===== config.mk =====
export PLATFORM = sky130hd
export DESIGN_NAME = mcfe_lane
export DESIGN_NICKNAME = d
export VERILOG_FILES = /design/src/hw/rtl/mcfe_pkg.sv /design/src/hw/rtl/mcfe_lane.sv
export SDC_FILE = /design/constraint.sdc
export NUM_CORES = 2
export LEC_CHECK = 0
export ABC_CLOCK_PERIOD_IN_PS = 4930
export BUFFER_PORTS_ARGS = -buffer_cell sky130_fd_sc_hd__buf_2
export CORE_UTILIZATION = 50
export DETAILED_ROUTE_END_ITERATION = 16
export GPL_ROUTABILITY_DRIVEN = 1
export MAX_ROUTING_LAYER = met4
export PLACE_DENSITY = 0.66
export SYNTH_ARGS = -nofsm -noshare
export SYNTH_HDL_FRONTEND = slang
export SYNTH_SLANG_ARGS = --single-unit

===== constraint.sdc =====
create_clock -name clk -period 4.93 [get_ports clk]
set_input_delay 0.986 -clock clk [delete_from_list [all_inputs] [get_ports clk]]
set_output_delay 0.986 -clock clk [all_outputs]
set_load 0.02 [all_outputs]

===== src/hw/rtl/mcfe_pkg.sv =====
package mcfe_pkg;

  localparam int CODE_W    = 16;           // widest code (position)
  localparam int DIV_STEPS = CODE_W + 1;   // quotient bits, one extra to see overflow
  localparam int QUO_W     = DIV_STEPS;
  localparam int BND_W     = 34;           // signed range ends and differences
  localparam int SPAN_W    = 33;           // positive span / in-range difference
  localparam int NUM_W     = SPAN_W + CODE_W + 1;
  localparam int LANE_LAT  = DIV_STEPS + 2; // prep + load + divide steps
  localparam int REG_W     = 31;

  localparam logic [63:0] NEUTRAL_PAYLOAD = 64'h7FFF_7FF0_0000_07FF;

  typedef enum logic [2:0] {
    REG_POS_LIMIT = 3'd0,
    REG_VEL_LIMIT = 3'd1,
    REG_TOR_LIMIT = 3'd2,
    REG_KP_LOW    = 3'd3,
    REG_KP_HIGH   = 3'd4,
    REG_KD_LOW    = 3'd5,
    REG_KD_HIGH   = 3'd6
  } cfg_reg_t;

  typedef logic signed [BND_W-1:0] bound_t;

  typedef struct packed {
    logic [CODE_W-1:0] code;
    logic              clamp;
  } lane_res_t;

endpackage


===== src/hw/rtl/mcfe_lane.sv =====
module mcfe_lane #(
  parameter int BITS = 12
) (
  input  logic                   clk,
  input  logic signed [31:0]     x,
  input  mcfe_pkg::bound_t       lo,
  input  mcfe_pkg::bound_t       hi,
  output mcfe_pkg::lane_res_t    res
);
  import mcfe_pkg::*;

  localparam logic [CODE_W-1:0] FULL = CODE_W'((64'd1 << BITS) - 64'd1);

  bound_t diff_r, span_r;
  logic              bad, big;
  logic [SPAN_W-1:0] diff_u;
  logic [NUM_W-1:0]  num;

  logic [NUM_W-1:0]  rem_r [0:DIV_STEPS];
  logic [QUO_W-1:0]  quo_r [0:DIV_STEPS];
  logic [SPAN_W-1:0] spn_r [0:DIV_STEPS];
  logic              bad_r [0:DIV_STEPS];
  logic              big_r [0:DIV_STEPS];

  always_ff @(posedge clk) begin
    diff_r <= bound_t'({{(BND_W-32){x[31]}}, x}) - lo;
    span_r <= hi - lo;
  end

  // empty range or below it -> 0; at or past twice the span -> surely saturated
  always_comb begin
    bad    = (span_r <= 0) || (diff_r < 0);
    big    = {diff_r[BND_W-1], diff_r} >= {span_r, 1'b0};
    diff_u = diff_r[SPAN_W-1:0];
    num    = (bad || big) ? '0
           : (NUM_W'(diff_u) << BITS) - NUM_W'(diff_u);
  end

  always_ff @(posedge clk) begin
    rem_r[0] <= num;
    quo_r[0] <= '0;
    spn_r[0] <= span_r[SPAN_W-1:0];
    bad_r[0] <= bad;
    big_r[0] <= big;
  end

  // restoring divider, one quotient bit per stage, MSB first
  for (genvar i = 0; i < DIV_STEPS; i++) begin : g_div
    localparam int SH = DIV_STEPS - 1 - i;
    logic [NUM_W-1:0] trial;
    logic             ge;
    assign trial = NUM_W'(spn_r[i]) << SH;
    assign ge    = rem_r[i] >= trial;
    always_ff @(posedge clk) begin
      rem_r[i+1] <= ge ? rem_r[i] - trial : rem_r[i];
      quo_r[i+1] <= {quo_r[i][QUO_W-2:0], ge};
      spn_r[i+1] <= spn_r[i];
      bad_r[i+1] <= bad_r[i];
      big_r[i+1] <= big_r[i];
    end
  end

  always_comb begin
    if (bad_r[DIV_STEPS]) begin
      res.code  = '0;
      res.clamp = 1'b1;
    end else if (big_r[DIV_STEPS] || (quo_r[DIV_STEPS] > {1'b0, FULL})) begin
      res.code  = FULL;
      res.clamp = 1'b1;
    end else begin
      res.code  = quo_r[DIV_STEPS][CODE_W-1:0];
      res.clamp = 1'b0;
    end
  end

endmodule


==> impl_metrics.json <==
{
  "fp.dieW_um": 399,
  "synth.cell_area_um2": 78900,
  "clk_pin_slew_ns": 0.06,
  "vdd_drop_max_v": 0.000435,
  "r2r_start": "rem_r[9][7]",
  "synth_top_area_share_pct": 42.2,
  "slew_headroom_pct": 29.4,
  "async_flop_share_pct": 0,
  "die_area_um2": 159000,
  "cts_setup_buffers": 0,
  "synthTopCellsByArea": "dfxtp_1, ha_1, a21oi_1, xnor2_1, inv_1",
  "synth-edff-count": 0,
  "drc_errors": 0,
  "hp-class": "register to register",
  "rows": 145,
  "grt_pass1_wl_mm": 320,
  "ys.flop_type": "dfxtp_1",
  "gp_congestion": 0.960,
  "ys_seq_elements": 1664,
  "vias": 61600,
  "drv_slew": 0,
  "cap_violations": 0,
  "arrival_ns": 4.98,
  "reg2reg_to": "rem_r[10][47]",
  "io_buffers": 113,
  "ys_seq_area_share_pct": 42.2,
  "outcome": "finished, final reports clean",
  "cts_hold_buf": 0,
  "final.period_utilization_pct": 88.2,
  "critPathMaxFanout": 5,
  "wl_per_cell_um": 18.2,
  "nets": 9696,
  "core_um2": 156000,
  "min_period_ns": 4.35,
  "grt_max_degree": 60,
  "wl_mm": 202,
  "drt_iter0_drc": 4155,
  "drive_gt1_share_pct": 6.85,
  "end_kind": "register",
  "power_leakage_nw": 40.1,
  "initial_utilization_pct": 50.5,
  "slowest_delay_ns": 0.65,
  "finalPower_mw": 68.0,
  "grt_overflow": 0,
  "holdPathStages": 0,
  "h-tree-depth": 4,
  "dr.pass1.iters": 6,
  "yosys_warnings": 0,
  "tightest_slew_ns": 1.05,
  "yosysTopAreaCell": "dfxtp_1",
  "grt_usage_pct": 25.7,
  "start_kind": "register",
  "area_growth_pct": 10.9,
  "cp_slowest_cell": "o311ai_0",
  "fin_setup_tns_ns": 0,
  "cts-buffers-inserted": 170,
  "cts_sinks": 1664,
  "required_ns": 5.56,
  "fin_skew_ns": 0.0312,
  "min_to": "quo_r[13][9]",
  "worstPathCellList": "inv_1, ha_1, inv_1, fa_1, a211oi_1, o21bai_1, o311ai_0, o31a_1, o21ai_0, a21oi_1, a211oi_1, a2111oi_0, xor2_1",
  "insertion_delay_ns": 0.80,
  "powerDensity_nw_per_um2": 777,
  "dp_hpwl_mm": 159,
  "viasPerCell": 5.55,
  "rr_worst_depth": 13,
  "grt_pass1_vias": 59500,
  "ff2ff_setup_slack_ns": 0.58,
  "cts_resized": 0,
  "final-hold-violation-count": 0,
  "diodes": 0,
  "clk_path_buf_depth": 3,
  "fmax_mhz": 230,
  "setup_viol_count_final": 0,
  "syn_area_per_cell_um2": 8.97,
  "min_from": "quo_r[12][8]",
  "rsz0062_at_grt": "no",
  "synth_cell_types": 94,
  "ant_nets": 0,
  "pin_count": 118,
  "antenna_found_initial": 1,
  "cts-root-buf": "clkbuf_16",
  "cts_tree": "built",
  "die_y_um": 399,
  "worst-setup-path-type": "register to register",
  "synthCells": 8801
}
-- through the flow --
step           setup slack, ns  std cells  area [um2]  utilization (%)  hold WS [ns]
2_1_floorplan             1.46       8804       78900                -         0.310
3_3_place_gp             0.780      10800       81600             52.2         0.310
3_5_place_dp             0.709      10800       81600             52.2         0.312
4_1_cts                  0.670      11100       87500             56.0         0.302
5_1_grt                  0.384      11100       87500             56.0         0.311
6_report                 0.581      11100       87500             56.0         0.308
-- cells in the final DEF (no fill, tap or decap), types with 61 or more instances in the layout --
| master | n |
|---|---|
| inv_1 | 821 |
| a211oi_1 | 62 |
| nand4_1 | 145 |
| o21ai_0 | 540 |
| mux2_2 | 93 |
| nor3_1 | 153 |
| ha_1 | 684 |
| a21oi_1 | 756 |
| o21a_1 | 89 |
| a21o_1 | 360 |
| nor2b_1 | 90 |
| dfxtp_1 | 1664 |
| o21bai_1 | 88 |
| nand3_1 | 135 |
| nor4_1 | 106 |
| buf_2 | 113 |
| nand2_1 | 640 |
| clkbuf_16 | 172 |
| nand2b_1 | 99 |
| xnor2_1 | 387 |
| and3_1 | 61 |
| nor2_1 | 584 |
| xor2_1 | 284 |
-- Yosys cell counts (33+ instances only) --
cell,n
xor2_1,284
nor2_1,586
ha_1,684
nand2_1,641
xnor2_1,387
nand4_1,145
a21oi_1,756
or3_1,52
o21bai_1,88
o21ai_0,541
inv_1,821
a31oi_1,61
nand2b_1,99
a211oi_1,63
nor2b_1,90
nand3_1,135
o211ai_1,41
mux2_2,93
or2_2,33
clkbuf_1,176
o21a_1,89
a21o_1,360
and3_1,61
and2_1,43
nor4_1,106
nor3_1,154
o31ai_1,50
dfxtp_1,1664
-- flip-flops by register name (all words and copies together), names as in the netlist --
name and cells:
bad_r 18, big_r 18, diff_r 34, quo_r 153, rem_r 846, span_r 34
spn_r 561
-- final cells by class --
class | instances | area [um2]
clock buffer | 227 | 4830
clock inverter | 83 | 1100
fill | 14100 | 68900
inverter | 825 | 3100
multi-input combinational | 6082 | 41700
sequential | 1664 | 33300
tap | 2058 | 2570
timing repair buffer | 150 | 893
-- worst max-delay path, delay by kind of cell, from the launching register on --
family          cells  cell delay [ns]
xor+xnor            1             0.14
compound gates      8             2.99
flops               1             0.32
fa+ha+maj           2             0.59
buf+inv             2             0.12
-- power breakdown --
group          switching (mW)  total, mW  internal [mW]
clock                    5.43       13.4           7.95
combinational            18.6       32.5           13.9
sequential               3.74       22.1           18.4
-- cells by family after synthesis --
logic type / after synthesis / synth area share [%]
XOR/XNOR: 671 / 7.45
adder cells (fa/ha/maj): 702 / 11.3
multiplexers: 101 / 1.43
buffers and inverters: 1058 / 5.12
AND/OR/NAND/NOR: 2283 / 14.2
AO/OA/AOI/OAI: 2321 / 18.3
other: 1 / 0.00475
flip-flops: 1664 / 42.2
-- metal layers --
layer	track usage [%]	share of wire [%]	up-vias	wire length (um)
li1	-	-	30900	-
met1	31.8	45	28800	90300
met2	43.5	48	1511	96800
met3	3.15	4.2	392	8550
met4	8.31	3.2	0	6390
met5	-	0	-	0
-- worst max path at each step --
stage | startpoint | endpoint | slack [ns]
after floorplan | x[0] | diff_r[28] | 1.46
after global placement | x[0] | diff_r[28] | 0.78
final | rem_r[9][7] | rem_r[10][47] | 0.58
after global routing | rem_r[2][14] | rem_r[3][25] | 0.38
after CTS | rem_r[9][7] | rem_r[10][47] | 0.67
after detailed placement | rem_r[9][7] | rem_r[10][47] | 0.71
(Power assumes the default switching activity.)
