<file path="src/hw/rtl/mcfe_pkg.sv">
package mcfe_pkg;

  localparam int CODE_W    = 16;           // widest code (position)
  localparam int DIV_STEPS = CODE_W + 1;   // quotient bits, one extra to see overflow
  localparam int QUO_W     = DIV_STEPS;
  localparam int BND_W     = 34;           // signed range ends and differences
  localparam int SPAN_W    = 33;           // positive span / in-range difference
  localparam int NUM_W     = SPAN_W + CODE_W + 1;
  localparam int LANE_LAT  = DIV_STEPS + 2; // prep + load + divide steps
  localparam int REG_W     = 31;

  localparam logic [63:0] NEUTRAL_PAYLOAD = 64'h7FFF_7FF0_0000_07FF;

  typedef enum logic [2:0] {
    REG_POS_LIMIT = 3'd0,
    REG_VEL_LIMIT = 3'd1,
    REG_TOR_LIMIT = 3'd2,
    REG_KP_LOW    = 3'd3,
    REG_KP_HIGH   = 3'd4,
    REG_KD_LOW    = 3'd5,
    REG_KD_HIGH   = 3'd6
  } cfg_reg_t;

  typedef logic signed [BND_W-1:0] bound_t;

  typedef struct packed {
    logic [CODE_W-1:0] code;
    logic              clamp;
  } lane_res_t;

endpackage

</file>
<file path="src/hw/rtl/mcfe_cfg.sv">
module mcfe_cfg (
  input  logic                         clk,
  input  logic                         rst_n,
  input  logic                         we,
  input  logic [2:0]                   index,
  input  logic [mcfe_pkg::REG_W-1:0]   data,
  output mcfe_pkg::bound_t             pos_lo,
  output mcfe_pkg::bound_t             pos_hi,
  output mcfe_pkg::bound_t             vel_lo,
  output mcfe_pkg::bound_t             vel_hi,
  output mcfe_pkg::bound_t             tor_lo,
  output mcfe_pkg::bound_t             tor_hi,
  output mcfe_pkg::bound_t             kp_lo,
  output mcfe_pkg::bound_t             kp_hi,
  output mcfe_pkg::bound_t             kd_lo,
  output mcfe_pkg::bound_t             kd_hi
);
  import mcfe_pkg::*;

  logic [REG_W-1:0] pos_lim_r, vel_lim_r, tor_lim_r, kp_low_r, kp_high_r, kd_low_r, kd_high_r;

  always_ff @(posedge clk) begin
    if (!rst_n) begin
      pos_lim_r <= REG_W'(205887);
      vel_lim_r <= REG_W'(1966080);
      tor_lim_r <= REG_W'(655360);
      kp_low_r  <= '0;
      kp_high_r <= REG_W'(32768000);
      kd_low_r  <= '0;
      kd_high_r <= REG_W'(327680);
    end else if (we) begin
      unique case (cfg_reg_t'(index))
        REG_POS_LIMIT: pos_lim_r <= data;
        REG_VEL_LIMIT: vel_lim_r <= data;
        REG_TOR_LIMIT: tor_lim_r <= data;
        REG_KP_LOW:    kp_low_r  <= data;
        REG_KP_HIGH:   kp_high_r <= data;
        REG_KD_LOW:    kd_low_r  <= data;
        REG_KD_HIGH:   kd_high_r <= data;
        default: ;
      endcase
    end
  end

  assign pos_hi = bound_t'({3'b000, pos_lim_r});
  assign pos_lo = -pos_hi;
  assign vel_hi = bound_t'({3'b000, vel_lim_r});
  assign vel_lo = -vel_hi;
  assign tor_hi = bound_t'({3'b000, tor_lim_r});
  assign tor_lo = -tor_hi;
  assign kp_lo  = bound_t'({3'b000, kp_low_r});
  assign kp_hi  = bound_t'({3'b000, kp_high_r});
  assign kd_lo  = bound_t'({3'b000, kd_low_r});
  assign kd_hi  = bound_t'({3'b000, kd_high_r});

endmodule

</file>
<file path="config.mk">
export PLATFORM = sky130hd
export DESIGN_NAME = mcfe_cfg
export DESIGN_NICKNAME = d
export VERILOG_FILES = /design/src/hw/rtl/mcfe_pkg.sv /design/src/hw/rtl/mcfe_cfg.sv
export SDC_FILE = /design/constraint.sdc
export NUM_CORES = 1
export LEC_CHECK = 0
export ABC_AREA = 1
export BUFFER_PORTS_ARGS = -buffer_cell sky130_fd_sc_hd__buf_2
export CAP_MARGIN = 20
export CORE_MARGIN = 2
export CORE_UTILIZATION = 25
export CTS_BUF_LIST = sky130_fd_sc_hd__clkbuf_8
export DETAILED_ROUTE_END_ITERATION = 6
export GPL_TIMING_DRIVEN = 0
export PLACE_DENSITY = 0.5
export SYNTH_ARGS = -nofsm -noshare
export SYNTH_HDL_FRONTEND = slang
export SYNTH_SLANG_ARGS = --single-unit
export TNS_END_PERCENT = 20
</file>
<file path="constraint.sdc">
create_clock -name clk -period 1.55 [get_ports clk]
set_input_delay 0.155 -clock clk [delete_from_list [all_inputs] [get_ports clk]]
set_output_delay 0.155 -clock clk [all_outputs]
set_load 0.01 [all_outputs]
</file>
==> results of run 1 <==
[logic make-up (layout without fill, tap and decap cells)]
logic type                 Yosys count  in the layout  share of synthesized area (%)
xor gates and xnor gates            46             46                           3.97
DFF                                217            217                           42.8
other                                1             23                         0.0370
adders and majority gates            3              3                          0.370
and+or+nand+nor                    709            709                           28.0
buffers and inverters              207            674                           9.04
AOI/OAI and AO/OA                  310            310                           15.8
[cells in the final DEF, fill, tap and decap left out, types with 9 or more instances in the layout]
cell           count
a21oi_1           79
nor2_4            26
xor2_1            35
dlygate4sd3_1     17
dfxtp_1          181
buf_2            365
inv_1            117
o21ai_0          197
nand2_1          223
o211ai_1          11
o21ai_1           15
dfxtp_2           33
nand4_1           16
inv_2              9
nor2_1           313
clkbuf_1          40
nand3_1           27
clkbuf_8          49
nor2_2            63
nand2_2           25
buf_4             58
conb_1            21
buf_6             11
[flip-flops by register name (all words and copies together) (netlist names)]
name / count
kd_high_r: 31
kd_low_r: 31
kp_high_r: 31
kp_low_r: 31
pos_lim_r: 31
tor_lim_r: 31
vel_lim_r: 31
[power breakdown]
group / internal, µW / switching, µW / total, µW / leakage, µW
registers: 5790 / 227 / 6010 / 0.00177
clock network: 2830 / 2450 / 5270 / 0.000428
logic: 958 / 1690 / 2650 / 0.00453
total: 9570 / 4360 / 13900 / 0.00673
[repair_timing]
action,CTS,global route
hold buffers,17,0
gates resized for setup,157,65
buffers inserted,28,2
pin swaps,32,22
setup endpoints to repair,99,97
endpoints found under the hold margin,20,0
[worst max-delay path, delay by kind of cell, from the launching register on]
family	cells	cell delay [ns]
flip-flops	1	0.33
buffers and inverters	3	0.28
adder cells (fa/ha/maj)	1	0.16
AND/OR/NAND/NOR	6	0.68
[worst max-delay path by stage]
stage            startpoint          to  slack (ns)  cells past startpoint
4_1_cts        tor_lim_r[1]  tor_lo[20]       -0.62                     10
2_1_floorplan  tor_lim_r[0]  tor_lo[24]        0.02                      8
3_3_place_gp   tor_lim_r[0]  tor_lo[18]       -0.50                      8
5_1_grt        tor_lim_r[2]  tor_lo[29]       -0.72                      8
6_report       tor_lim_r[1]  tor_lo[20]       -0.63                     10
3_5_place_dp   tor_lim_r[0]  tor_lo[24]       -0.54                      9
[metrics by stage]
stage               utilization, %  setup TNS, ns  hold WS (ns)  worst slack, ns
finish                        36.2         -39.80        0.0369           -0.628
global route                  36.2         -51.17        0.0140           -0.725
CTS                           35.6         -42.77      0.000579           -0.622
detailed placement            31.7         -10.51         0.433           -0.538
global placement              31.7         -10.07         0.431           -0.504
floorplan                        -              0         0.268           0.0233
[cells in the mapped netlist, drive strengths merged]
cell type / number / area (µm²)
o211ai: 11 / 82.6
nand3: 34 / 198
nand3b: 1 / 7.51
ha: 3 / 37.5
o21ai: 212 / 1060
inv: 117 / 439
xor2: 43 / 377
nor3: 3 / 15.0
xnor2: 3 / 26.3
nand2: 250 / 941
dfxtp: 217 / 4340
a21oi: 79 / 395
conb: 1 / 3.75
buf: 50 / 328
clkbuf: 40 / 150
nand4: 16 / 100
nor2: 402 / 1560
o21bai: 8 / 60.1
nor4: 3 / 18.8
[metal layers]
| layer | wire length (µm) | part of all wire, % | vias up |
|---|---|---|---|
| met2 | 21900 | 45 | 419 |
| li1 | - | - | 5647 |
| met1 | 20400 | 42 | 5316 |
| met3 | 3900 | 8.1 | 101 |
| met4 | 1910 | 4.0 | 4 |
| met5 | 23 | 0.048 | - |
[area by class of cell]
cell class / instances / area (µm²)
Fill cell: 4382 / 25500
Multi-Input combinational cell: 1089 / 5490
Sequential cell: 217 / 4400
Timing Repair Buffer: 401 / 2230
Clock buffer: 49 / 674
Tap cell: 525 / 657
Buffer: 90 / 478
Inverter: 117 / 449
Clock inverter: 17 / 75.1
Antenna cell: 2 / 5.00
==> impl_metrics.tcl, run 1 <==
set metrics [dict create \
    status "finished, violations left" \
    violations "negative setup slack" \
    yosysSeqAreaShare_pct 42.8 \
    worst-r2r-setup-slack_ns 0.69 \
    clockBufferDepth 3 \
    fin_crit_sh_pct 141 \
    place_hpwl_mm 36.3 \
    grtUsageMet1_pct 27.8 \
    rows 73 \
    cts-root-buf "clkbuf_8" \
    startpoint_type "register" \
    clock_latency_ns 0.54 \
    area_growth_pct 42.4 \
    leakage_uw 0.00673 \
    dieArea_mm2 0.0422 \
    dp_cells 2392 \
    worst-setup-path-type "register to output pin" \
    grt_overflow 0 \
    final_antenna_net_count 0 \
    rsz0062_at_grt "yes" \
    wirelength_mm 48.1 \
    synth_area_mm2 0.0101 \
    setup_viol 95 \
    place_area_mm2 0.0127 \
    slew_viol_final 0 \
    fin_crit_ns 2.18 \
    hp-start "data[26]" \
    place_congestion 0.910 \
    drive_above_1_share_pct 33.9 \
    h-tree-depth 2 \
    final_nets 1997 \
    crit_fanout 4 \
    met3_usage_pct 6.13 \
    drt_pass1_iterations 5 \
    fin_cells 2507 \
    top_usage_layer "met2" \
    use_met2_pct 36.2 \
    whs_endpoint "kp_high_r[26]" \
    holdPathStages 3 \
    design_area_mm2 0.0144 \
    dieWidth_um 205 \
    avgSynthCellArea_um2 6.80 \
    fmax_ghz 0.459 \
    dieHeight_um 205 \
    vdd_drop_max_mv 0.584 \
    slew_headroom_pct 57.1 \
    worstReg2RegEnd "vel_lim_r[17]" \
    worstPathCellList "inv_2 > ha_4 > nand3_4 > nor2_4 > nand2_4 > inv_2 > nand2_1 > nand2_1 > nand2_1 > buf_2" \
    yosysUniqueCellTypes 27 \
    first_iter_violations 611 \
    core_region_area_mm2 0.0399 \
    r2r-start "vel_lim_r[17]" \
    antenna_found_initial 7 \
    setup_ws_ns -0.628 \
    grt_pass1_vias 11100 \
    max_slew.worst_pin.slew_ns 0.644 \
    wl_per_cell_um 19.2 \
    grt_start_max_net_pins 11 \
    drc 0 \
    synth_seq_cells 217 \
    cp_slowest_cell "dfxtp_2" \
    endpoint_kind "output pin" \
    cp.arrival_ns 2.02 \
    clock_sinks 217 \
    hold_viol_final 0 \
    cts_tree "done" \
    cp_common_cell "nand2_1" \
    maxCapViolCount 0 \
    start_util_pct 25.4 \
    cts_made_buffers 41 \
    critPathRequiredTime_ns 1.39 \
    drt-vias-per-instance 4.58 \
    portBuffers 354 \
    r2r_cells 2 \
    path_clk_slew_ns 0.06 \
    yosys_warnings 0 \
    p_total_uw 13900 \
    syn-instance-count 1493 \
    crit_path_max_incr_delay_ns 0.33 \
    io_pins 377 \
    track_usage_pct 22.2 \
    grt_pass1_wl_mm 69.3 \
    hold_class "input port to register" \
    vias 11500 \
    p_per_area_mw_per_mm2 964 \
    clock_skew_ns 0 \
]
Power figures use the tool's default switching activity.
==> run 2, diff against run 1 <==
--- a/config.mk
+++ b/config.mk
@@ -13,7 +13,7 @@
 export CTS_BUF_LIST = sky130_fd_sc_hd__clkbuf_8
 export DETAILED_ROUTE_END_ITERATION = 6
 export GPL_TIMING_DRIVEN = 0
-export PLACE_DENSITY = 0.5
+export PLACE_DENSITY = 0.55
 export SYNTH_ARGS = -nofsm -noshare
 export SYNTH_HDL_FRONTEND = slang
 export SYNTH_SLANG_ARGS = --single-unit
==> run 2 against run 1 <==
The flow still finishes with violations (negative setup slack). Design area increased by 2.8%. Fmax increased by 1.1%. Setup slack improved by 0.024 ns. Clock skew unchanged. Via count increased by 2.2%. Critical endpoint is now pos_lo[26].
==> impl_metrics.tcl, run 2 (synthesized netlist as in run 1, its figures left out) <==
set metrics [dict create \
    endpoint_kind "output pin" \
    area_growth_pct 46.3 \
    h-tree-depth 2 \
    setup_ws_ns -0.604 \
    drc 0 \
    p_comb_share_pct 18.5 \
    critPathLaunch "pos_lim_r[0]" \
    r2r-start "tor_lim_r[0]" \
    top_usage_layer "met2" \
    hold_viol_final 0 \
    clockBufferDepth 3 \
    use_met2_pct 37.7 \
    switchingPower_uw 4570 \
    worst-setup-path-type "register to output pin" \
    swShare_pct 30.7 \
    crit_fanout 6 \
    maxCapViolCount 0 \
    grtUsageMet1_pct 27.4 \
    critPathRequiredTime_ns 1.39 \
    fillerInstances 4295 \
    cts-root-buf "clkbuf_8" \
    grt_pass1_wl_mm 69.5 \
    path_clk_slew_ns 0.06 \
    place_congestion 0.898 \
    vias 11700 \
    final_nets 1997 \
    place_hpwl_mm 36.2 \
    clock_skew_ns 0 \
    slew_viol_final 0 \
    max_slew.worst_pin.slew_ns 0.834 \
    cts_tree "done" \
    dieHeight_um 205 \
    endpoint "pos_lo[26]" \
    met3_usage_pct 5.70 \
    fmax_ghz 0.464 \
    wirelength_mm 48.8 \
    track_usage_pct 22.2 \
    drt_pass1_iterations 5 \
    design_area_mm2 0.0148 \
    cts_made_buffers 41 \
    first_iter_violations 684 \
    startpoint_type "register" \
    cp_common_cell "nand2_1" \
    portBuffers 354 \
    slew_headroom_pct 44.4 \
    clock_sinks 217 \
    cp_slowest_cell "dfxtp_4" \
    place_area_mm2 0.0127 \
    antenna_found_initial 7 \
    grt_start_max_net_pins 11 \
    post-route-util_pct 37.2 \
    worst-r2r-setup-slack_ns 0.68 \
    fin_cells 2514 \
    rsz0062_at_grt "yes" \
    core_region_area_mm2 0.0399 \
    p_seq_share_pct 40.4 \
    cp.arrival_ns 2.00 \
    crit_path_max_incr_delay_ns 0.35 \
    dieArea_mm2 0.0422 \
    io_pins 377 \
    start_util_pct 25.4 \
    violations "negative setup slack" \
    final_common_cell "buf_2" \
    worstReg2RegEnd "tor_lim_r[0]" \
    p_per_area_mw_per_mm2 1000 \
    dp_cells 2392 \
    status "finished, violations left" \
    grt_pass1_vias 11200 \
    vdd_drop_max_mv 0.698 \
    internal_power_uw 10300 \
    worstPathCellList "inv_4 > ha_4 > nand3_4 > nor2_4 > nand2_2 > nor2_1 > nand2_1 > nand2_1 > buf_2" \
    fin_crit_sh_pct 139 \
    p_clk_share_pct 41.1 \
    cp.buffers_inverters 2 \
    final_antenna_net_count 0 \
    fin_tns_setup_ns -40.60 \
    cp_top_family "simple AND/OR/NAND/NOR gates" \
    final_cell_mix "buf_2, nor2_1, nand2_1" \
    hold_slack_ns 0.00641 \
    drt-vias-per-instance 4.67 \
    dieWidth_um 205 \
    grt_overflow 0 \
    drive_above_1_share_pct 37.6 \
    hold_class "input port to register" \
    r2r_cells 4 \
    leakage_uw 0.00691 \
    clock_latency_ns 0.56 \
    rows 73 \
    setup_viol 96 \
    wl_per_cell_um 19.4 \
    fin_crit_ns 2.15 \
    crit_cells 9 \
]
[run 2: cell types whose count changed in the layout (fill, tap and decap cells not counted), sizes merged]
cell         change
bufinv           +2
inv              -1
dlygate4sd3      -9
buf              +9
clkbuf           +7
clkinvlp         -1
[run 2: power by group through the flow]
stage | sequential, µW | clock (µW) | combinational (µW)
detailed placement | 6100 | 0 | 2350
finish | 6010 | 6120 | 2750
CTS | 5990 | 6250 | 2540
global placement | 6090 | 0 | 2350
global route | 6030 | 6490 | 3010
floorplan | 6140 | 0 | 1190
[run 2: metal layers]
metal  vias up  wire length, µm
met3        86             3880
met5         -               13
met4         2             1310
met1      5545            20400
met2       437            23200
li1       5666                -
[run 2: tightest hold or removal path, stage by stage]
cell and delay [ns]:
buf_2 0.18, nor2_1 0.13, nor2_1 0.05
[run 2: final cells by class]
class / instances / area, µm² / area share, %
Multi-Input combinational cell: 1089 / 5690 / 38.3
Sequential cell: 217 / 4440 / 29.9
Timing Repair Buffer: 401 / 2230 / 15.0
Clock buffer: 56 / 771 / 5.19
Tap cell: 525 / 657 / 4.42
Buffer: 90 / 478 / 3.22
Inverter: 117 / 447 / 3.01
Clock inverter: 17 / 124 / 0.834
Antenna cell: 2 / 5.00 / 0.0337
[run 2: worst min path at each step]
stage                       startpoint            end  cells past startpoint
final                          data[9]   kp_high_r[9]                      3
after global routing          data[13]  pos_lim_r[13]                      3
after CTS                      data[9]   kp_high_r[9]                      3
after detailed placement   kp_low_r[9]    kp_low_r[9]                      2
after global placement    kp_low_r[18]   kp_low_r[18]                      2
after floorplan               data[16]  kd_high_r[16]                      2
[run 2: repair_timing]
item | 4_1_cts | 5_1_grt
setup endpoints to repair | 99 | 97
endpoints found under the hold margin | 11 | 0
hold buffers | 8 | 0
pin swaps | 42 | 52
resized for setup | 145 | 174
buffers inserted | 14 | 25
[run 2: per-stage QoR]
step	setup slack [ns]	power, µW
after floorplan	0.0233	7330
after global routing	-0.710	15500
after detailed placement	-0.519	8450
final	-0.604	14900
after global placement	-0.487	8440
after CTS	-0.613	14800
==> run 3, diff against run 2 <==
--- a/config.mk
+++ b/config.mk
@@ -13,7 +13,6 @@
 export CTS_BUF_LIST = sky130_fd_sc_hd__clkbuf_8
 export DETAILED_ROUTE_END_ITERATION = 6
 export GPL_TIMING_DRIVEN = 0
-export PLACE_DENSITY = 0.55
 export SYNTH_ARGS = -nofsm -noshare
 export SYNTH_HDL_FRONTEND = slang
 export SYNTH_SLANG_ARGS = --single-unit
==> run 3 against run 2 <==
The flow still finishes with violations (negative setup slack). Sequential power about the same. Clock power is 7.8% lower. Fmax increased by 2.2%. Total power shrank 3.5%. Setup slack improved by 0.047 ns. Critical path depth decreased by 3. Non-clock buffer count decreased by 5. Highest routed layer unchanged. First-iteration DRC count shrank 1.3%. Critical endpoint is now vel_lo[32].
==> impl_metrics.tcl, run 3 (synthesized netlist as in run 1, its figures left out) <==
set metrics [dict create \
    drt_pass1_iterations 5 \
    grt_overflow 0 \
    cts-root-buf "clkbuf_8" \
    start_util_pct 25.4 \
    critPathRequiredTime_ns 1.39 \
    leakage_uw 0.00677 \
    seq_area_mm2 0.00444 \
    p_per_area_mw_per_mm2 981 \
    r2r_cells 4 \
    slew_headroom_pct 48.8 \
    hold_class "input port to register" \
    track_usage_pct 22.5 \
    place_congestion 0.904 \
    status "finished, violations left" \
    path_clk_slew_ns 0.05 \
    crit_fanout 5 \
    drive_above_1_share_pct 36.3 \
    clockBufferDepth 3 \
    final_cell_mix "buf_2, nor2_1, nand2_1" \
    drc 0 \
    endpoint_kind "output pin" \
    violations "negative setup slack" \
    wirelength_mm 48.8 \
    cts_tree "done" \
    crit_path_max_incr_delay_ns 0.39 \
    slew_viol_final 0 \
    setup_ws_ns -0.556 \
    area_growth_pct 44.1 \
    antenna_found_initial 9 \
    rows 73 \
    startpoint_type "register" \
    cp.arrival_ns 1.95 \
    h-tree-depth 2 \
    fillerInstances 4307 \
    final_antenna_net_count 0 \
    maxCapViolCount 0 \
    dieWidth_um 205 \
    final_nets 1992 \
    io_pins 377 \
    cts_made_buffers 40 \
    hold_viol_final 0 \
    portBuffers 354 \
    fmax_ghz 0.475 \
    place_hpwl_mm 36.6 \
    grt_start_max_net_pins 11 \
    clock_sinks 217 \
    clock_skew_ns 0 \
    fin_crit_sh_pct 136 \
    core_region_area_mm2 0.0399 \
    cp_slowest_cell "dfxtp_4" \
    clock_latency_ns 0.54 \
    wl_per_cell_um 19.5 \
    holdPathStages 3 \
    multi_input_area_mm2 0.00563 \
    max_slew.worst_pin.slew_ns 0.768 \
    worst-r2r-setup-slack_ns 0.69 \
    fin_crit_ns 2.11 \
    dieHeight_um 205 \
    grt_pass1_wl_mm 69.9 \
    rsz0062_at_grt "yes" \
    first_iter_violations 675 \
    post-route-util_pct 36.6 \
    worstPathCellList "nor2_4 > nand2_1 > nor2_2 > nand2_4 > nand3b_1 > buf_2" \
    vdd_drop_max_mv 0.703 \
    vias 11700 \
    drt-vias-per-instance 4.67 \
    dieArea_mm2 0.0422 \
    final_common_cell "buf_2" \
    fin_tns_setup_ns -38.00 \
    grt_pass1_vias 11200 \
    setup_viol 96 \
    worst-setup-path-type "register to output pin" \
]
[run 3: layer usage]
layer  up-vias  wire, µm  track usage [%]
met5         -        24                0
met4         4      1810             8.56
met1      5477     20000             27.0
met3       107      3880             6.18
met2       467     23100             38.2
li1       5646         -                -
[run 3: cell type report]
class / instances / share of cell area (%)
Clock buffer: 47 / 4.42
Sequential cell: 217 / 30.4
Inverter: 117 / 3.04
Tap cell: 525 / 4.49
Timing Repair Buffer: 396 / 14.8
Clock inverter: 23 / 1.06
Multi-Input combinational cell: 1090 / 38.5
Antenna cell: 3 / 0.0513
Buffer: 90 / 3.27
[run 3: what timing repair did]
item	CTS	global route
pin swaps	45	39
hold endpoints to repair	11	0
gates resized for setup	178	110
endpoints found under the setup margin	99	98
hold buffers	10	0
setup buffers	18	14
gates cloned	1	0
[run 3: path summary, 6_finish.rpt]
kind | startpoint | end
max | vel_lim_r[9] | vel_lo[32]
min | data[7] | kp_high_r[7]
max reg2reg | pos_lim_r[0] | pos_lim_r[0]
min reg2reg | kp_low_r[4] | kp_low_r[4]
[run 3: critical path: cells and delay by family, from the launching register on]
family	cells	cell delay, ns
buffers and inverters	1	0.18
AND/OR/NAND/NOR	5	0.84
flip-flops	1	0.39
[run 3: power breakdown]
| group | leakage [µW] | switching [µW] | total, µW | internal (µW) |
|---|---|---|---|---|
| Sequential | 0.00178 | 234 | 6010 | 5780 |
| Clock | 0.000465 | 2540 | 5640 | 3100 |
| Combinational | 0.00453 | 1740 | 2700 | 960 |
| Total | 0.00677 | 4520 | 14400 | 9840 |
[run 3: stage by stage]
step           power (µW)  hold WS, ns  instances  setup slack [ns]  area [µm²]
2_1_floorplan        7330        0.268       1513            0.0233       10200
3_3_place_gp         8430        0.431       2392            -0.492       12700
3_5_place_dp         8460        0.435       2392            -0.470       12700
4_1_cts             14400    0.0000500       2491            -0.573       14200
5_1_grt             15000      0.00288       2506            -0.678       14600
6_report            14400       0.0279       2508            -0.556       14600
